$ cat src/rtl/fdc_pkg.sv
// Types and constants shared by the font table directory checker.
`timescale 1ns / 1ps
package fdc_pkg;

  localparam int unsigned HEADER_BYTES = 12;
  localparam int unsigned COUNT_POS    = 4;
  localparam int unsigned RECORD_SHIFT = 4;

  localparam logic [1:0] REC_START_QUAD  = 2'd2;
  localparam logic [1:0] REC_LENGTH_QUAD = 2'd3;
  localparam logic [3:0] REC_LAST_BYTE   = 4'd15;

  localparam logic [1:0] V_WHOLE        = 2'd0;
  localparam logic [1:0] V_SHORT_HEADER = 2'd1;
  localparam logic [1:0] V_SHORT_DIR    = 2'd2;
  localparam logic [1:0] V_TABLE_PAST   = 2'd3;

  localparam logic REG_FILE_LENGTH = 1'b0;
  localparam logic REG_FONT_START  = 1'b1;

  typedef struct packed {
    logic [31:0] file_length;
    logic [31:0] font_start;
  } cfg_t;

  typedef struct packed {
    logic [7:0] data_byte;
    logic       first_of_file;
  } item_t;

  typedef struct packed {
    logic        valid;
    logic [1:0]  verdict;
    logic [15:0] bad_table;
  } res_t;

  typedef struct packed {
    logic take;
    logic res_valid;
    logic verdict_given;
  } scan_st_t;

endpackage

$ cat src/rtl/fdc_scan.sv
// Scan state and per-byte bounds checks of the table directory.
`timescale 1ns / 1ps
module fdc_scan (
  input  logic              clk,
  input  logic              rst_n,
  input  fdc_pkg::cfg_t     cfg,
  input  fdc_pkg::item_t    item,
  input  logic              item_vld,
  input  logic              out_free,
  output fdc_pkg::res_t     res,
  output fdc_pkg::scan_st_t st
);
  import fdc_pkg::*;

  logic [31:0] pos_r, pos_nxt, pos;
  logic [15:0] tot_r, tot_nxt, tot;
  logic [15:0] rn_r, rn_nxt, rn;
  logic [3:0]  rb_r, rb_nxt, rb;
  logic [31:0] sacc_r, sacc_nxt, sacc;
  logic [31:0] lacc_r, lacc_nxt, lacc;
  logic        vg_r, vg_nxt, vg;
  logic        take;
  logic [31:0] rel;
  logic [15:0] tot_new;
  logic [15:0] rn_inc;
  logic [33:0] dir_end;
  logic [32:0] tab_end;
  logic [32:0] hdr_end;

  assign take = item_vld && out_free;

  always_comb begin
    pos  = item.first_of_file ? '0 : pos_r;
    tot  = item.first_of_file ? '0 : tot_r;
    rn   = item.first_of_file ? '0 : rn_r;
    rb   = item.first_of_file ? '0 : rb_r;
    sacc = item.first_of_file ? '0 : sacc_r;
    lacc = item.first_of_file ? '0 : lacc_r;
    vg   = item.first_of_file ? 1'b0 : vg_r;

    pos_nxt  = pos;
    tot_nxt  = tot;
    rn_nxt   = rn;
    rb_nxt   = rb;
    sacc_nxt = sacc;
    lacc_nxt = lacc;
    vg_nxt   = vg;
    res      = '0;

    rel     = pos - cfg.font_start;
    tot_new = tot | {8'h00, item.data_byte};
    rn_inc  = rn + 16'd1;
    hdr_end = {1'b0, cfg.font_start} + 33'(HEADER_BYTES);
    dir_end = {2'b00, cfg.font_start} + 34'(HEADER_BYTES)
              + ({18'd0, tot_new} << RECORD_SHIFT);
    tab_end = 33'd0;

    if (!vg) begin
      pos_nxt = (pos == 32'hFFFF_FFFF) ? pos : pos + 32'd1;
      if (pos == 32'd0 && hdr_end > {1'b0, cfg.file_length}) begin
        res = '{valid: 1'b1, verdict: V_SHORT_HEADER, bad_table: 16'd0};
      end else if (pos >= cfg.font_start) begin
        if (rel == 32'(COUNT_POS)) begin
          tot_nxt = {item.data_byte, 8'h00};
        end else if (rel == 32'(COUNT_POS + 1)) begin
          tot_nxt = tot_new;
          if (dir_end > {2'b00, cfg.file_length}) begin
            res = '{valid: 1'b1, verdict: V_SHORT_DIR, bad_table: 16'd0};
          end else if (tot_new == 16'd0) begin
            res = '{valid: 1'b1, verdict: V_WHOLE, bad_table: 16'd0};
          end
        end else if (rel >= 32'(HEADER_BYTES)) begin
          if (rb[3:2] == REC_START_QUAD) begin
            sacc_nxt = {sacc[23:0], item.data_byte};
          end else if (rb[3:2] == REC_LENGTH_QUAD) begin
            lacc_nxt = {lacc[23:0], item.data_byte};
          end
          tab_end = {1'b0, sacc_nxt} + {1'b0, lacc_nxt};
          if (rb == REC_LAST_BYTE) begin
            rb_nxt = '0;
            if (tab_end > {1'b0, cfg.file_length}) begin
              res = '{valid: 1'b1, verdict: V_TABLE_PAST, bad_table: rn};
            end else begin
              rn_nxt = rn_inc;
              if (rn_inc >= tot) begin
                res = '{valid: 1'b1, verdict: V_WHOLE, bad_table: 16'd0};
              end
            end
          end else begin
            rb_nxt = rb + 4'd1;
          end
        end
      end
      if (res.valid) begin
        vg_nxt = 1'b1;
      end
    end
  end

  always_ff @(posedge clk) begin
    if (!rst_n) begin
      pos_r  <= '0;
      tot_r  <= '0;
      rn_r   <= '0;
      rb_r   <= '0;
      sacc_r <= '0;
      lacc_r <= '0;
      vg_r   <= 1'b0;
    end else if (take) begin
      pos_r  <= pos_nxt;
      tot_r  <= tot_nxt;
      rn_r   <= rn_nxt;
      rb_r   <= rb_nxt;
      sacc_r <= sacc_nxt;
      lacc_r <= lacc_nxt;
      vg_r   <= vg_nxt;
    end
  end

  assign st = '{take: take, res_valid: res.valid, verdict_given: vg_r};
endmodule

$ cat config.mk
export PLATFORM = sky130hd
export DESIGN_NAME = fdc_scan
export DESIGN_NICKNAME = d
export VERILOG_FILES = /design/src/rtl/fdc_pkg.sv /design/src/rtl/fdc_scan.sv
export SDC_FILE = /design/constraint.sdc
export NUM_CORES = 1
export LEC_CHECK = 0
export BUFFER_PORTS_ARGS = -buffer_cell sky130_fd_sc_hd__buf_2
export CORE_MARGIN = 1.5
export CORE_UTILIZATION = 35
export CTS_CLUSTER_SIZE = 8
export DETAILED_ROUTE_END_ITERATION = 10
export GPL_TIMING_DRIVEN = 0
export PLACE_DENSITY_LB_ADDON = 0.12
export SETUP_SLACK_MARGIN = 0.1
export SYNTH_ARGS = -nofsm -noshare
export SYNTH_HDL_FRONTEND = slang
export SYNTH_SLANG_ARGS = --single-unit
$ cat constraint.sdc
create_clock -name clk -period 14.25 [get_ports clk]
set_input_delay 1.425 -clock clk [delete_from_list [all_inputs] [get_ports clk]]
set_output_delay 1.425 -clock clk [all_outputs]
set_load 0.005 [all_outputs]
==> impl_metrics.ini <==
[die]
placeableCoreArea_mm2 = 0.0434
die_x_um = 213
rows = 76
ioPinCount = 99
die_h_um = 213
initial_utilization_pct = 35.7
die-area_mm2 = 0.0455

[placement]
dp_slack_ps = 1150
gp_congestion = 0.969
port_buffers = 93
dp_hpwl_um = 48300

[pwr]
seqPwrFrac_pct = 36.7
pwr-share-comb_pct = 19.3
vdd_ir_drop_max_mv = 0.0502
clockPowerShare_pct = 44.0
p_sw_w = 0.000328
cellPowerDensity_mw_per_mm2 = 58.8
power_leakage_nw = 7.88
internal_power_w = 0.000686
p_sw_share_pct = 32.3

[setup_path]
worst-path-buf-inv = 10
rr_worst_depth = 34
path_depth = 33
arrival_ps = 11850
worstSetupPathType = input pin to output pin
max_stage_delay_ps = 740
cp_top_family = buffers and inverters
critPathLaunchType = input pin
cp_max_fo = 10
end_kind = output pin
crit_slowest_cell = a311oi_2
required_ps = 12820

[logic_synthesis]
synth_area_mm2 = 0.0155
synthArstFlopShare_pct = 0
synth_area_leader_cell = dfxtp_1
syn_area_per_cell_um2 = 7.29
syn_inst = 2121
synth_edf_count = 0
syn-num-nets = 2392
yosys-top-cells-area = dfxtp_1 (17%), ha_1 (16%), nand2_1 (5.8%)
synth_cell_types = 77
synth_seq_cells = 133
ys.flop_type = dfxtp_1
synth_top_area_share_pct = 17.2
yosys_warnings = 0
ys_seq_area_share_pct = 17.2

[timing]
whs_ps = 470
timing.final.ws_setup_ps = 976
fmax_ghz = 0.0753
finalCritPeriodShare_pct = 93.2
relSlewSlack_pct = 35.6
rsz0062_at_grt = false
skew_ps = 12.9
tightestPinTransition_ps = 966
hold_violations = 0
fin_tns_setup_ps = 0
finalSetupViolations = 0
maxSlewViolCount = 0
finalCriticalPeriod_ps = 13270

[global_routing]
grt_pass1_wl_um = 88400
grt_max_degree = 17
antenna_found_initial = 0
grtUsageTotal_pct = 25.9
grt_pass1_vias = 14891
overflow = 0

[cts]
clkLatencyLatePin_ps = 460
numCtsBuffers = 17
postCtsSetupRepairBufs = 0
cts_hold_buf = 0
path_clk_slew_ps = 60
cts_max_level = 4
cts_tree = yes
clock-sinks = 133
root_buffer = clkbuf_16
clockBufferDepth = 2
cts_resized = 0

[worst_hold_path]
hold_class = flip-flop to flip-flop
hold_depth = 2

[job]
maxCapViolations = 0

[final_layout]
post-route-util_pct = 39.8
fin_nets = 2504
drive_gt1_share_pct = 7.75
area_delta_synth_final_pct = 11.5

[routing]
drt-total-wl_um = 58900
drc = 0
first_pass_iters = 5
drt-wirelength-per-cell_um = 20.8
ant_nets = 0
drt-initial-drc-count = 1411
via_per_inst = 5.63
vias = 15953

[outcome]
outcome = finished clean
[final timing paths]
kind         startpoint    endpoint  slack, ps
min reg2reg  lacc_r[26]  lacc_r[26]        470
max reg2reg     rb_r[3]     rn_r[7]       4990
max             item[0]      res[7]        980
min          lacc_r[26]  lacc_r[26]        470
[synthesized netlist by cell type (6+ instances only)]
| cell | count |
|---|---|
| nand2_1 | 240 |
| xnor2_1 | 101 |
| nand2b_1 | 21 |
| o31a_1 | 6 |
| and3_1 | 29 |
| clkbuf_1 | 73 |
| a21boi_0 | 7 |
| a32o_1 | 8 |
| o211ai_1 | 15 |
| a2111oi_0 | 6 |
| or2_2 | 11 |
| dfxtp_1 | 133 |
| or3_1 | 39 |
| a22o_1 | 8 |
| o31ai_1 | 7 |
| nor2_1 | 196 |
| a211o_1 | 8 |
| and2_1 | 53 |
| o21bai_1 | 11 |
| o21a_1 | 28 |
| o2111ai_1 | 9 |
| nand3_1 | 131 |
| mux2i_1 | 76 |
| a21o_1 | 49 |
| buf_2 | 14 |
| ha_1 | 192 |
| buf_4 | 6 |
| inv_1 | 113 |
| nor2b_1 | 67 |
| nand4_1 | 43 |
| o21ai_0 | 66 |
| o221ai_1 | 6 |
| a211oi_1 | 12 |
| o22ai_1 | 6 |
| a311oi_1 | 6 |
| xor2_1 | 30 |
| a31oi_1 | 13 |
| a21oi_1 | 136 |
| nor4_1 | 23 |
| or4_1 | 8 |
| nor3_1 | 38 |
[layout make-up]
type                       count  area, um2
fill                        4650      26100
multi-input combinational   1775      12000
sequential                   133       2660
tap                          585        732
timing repair buffer          93        465
clock buffer                  19        443
buffer                       100        430
inverter                     113        424
clock inverter                13        124
antenna                        1       2.50
[stage by stage]
step / area, um2 / cells / total power, W
global route: 17200 / 2831 / 0.00105
finish: 17200 / 2832 / 0.00101
detailed placement: 16700 / 2799 / 0.000574
floorplan: 15500 / 2121 / 0.000502
CTS: 17200 / 2831 / 0.00102
global placement: 16700 / 2799 / 0.000572
[flip-flops by register name (all words and copies together) (netlist names)]
| signal | flops |
|---|---|
| rn_r | 16 |
| rb_r | 4 |
| sacc_r | 32 |
| tot_r | 16 |
| lacc_r | 32 |
| pos_r | 32 |
| vg_r | 1 |
[worst min-delay path: stages, from the launching register on]
cell and delay [ps]:
dfxtp_1 310, nand3_1 60, a21oi_1 60
[per-layer routing]
layer,vias to the layer above,global-route usage (%),share of wire [%]
met1,7591,36.0,47
met3,58,4.74,6.6
li1,7829,-,-
met2,475,40.3,43
met4,0,8.01,2.6
met5,-,0,0
[logic make-up after synthesis]
family	synth area share (%)
DFF	17.2
muxes	4.92
adders and majority gates	15.8
buffers and inverters	5.52
AOI/OAI and AO/OA	19.6
xor gates and xnor gates	7.42
and+or+nand+nor	29.6
[placed cells by master, fill, tap and decap left out, types with 9 or more instances in the layout]
cell type  count
buf_2        107
o21a_1        28
nand3_1      131
nor2b_1       67
and3_1        29
a21o_1        49
clkbuf_1      74
or3_1         39
nand4_1       43
o2111ai_1      9
o21bai_1      11
o211ai_1      15
xor2_1        30
nand2_1      240
ha_1         192
nor4_1        23
inv_1        113
a31oi_1       13
clkbuf_16     17
nand2b_1      21
mux2i_1       76
dfxtp_1      133
a21oi_1      136
nor2_1       196
xnor2_1      101
and2_1        53
nor3_1        38
or2_2         11
o21ai_0       66
a211oi_1      12
[power groups by stage]
stage / Combinational, W / Sequential (W) / Clock [W]
floorplan: 0.000121 / 0.000381 / 0
global placement: 0.000192 / 0.000381 / 0
detailed placement: 0.000193 / 0.000381 / 0
CTS: 0.000195 / 0.000373 / 0.000452
global route: 0.000216 / 0.000372 / 0.000465
finish: 0.000196 / 0.000373 / 0.000446
Note: power is estimated with default switching activity, not from simulation.
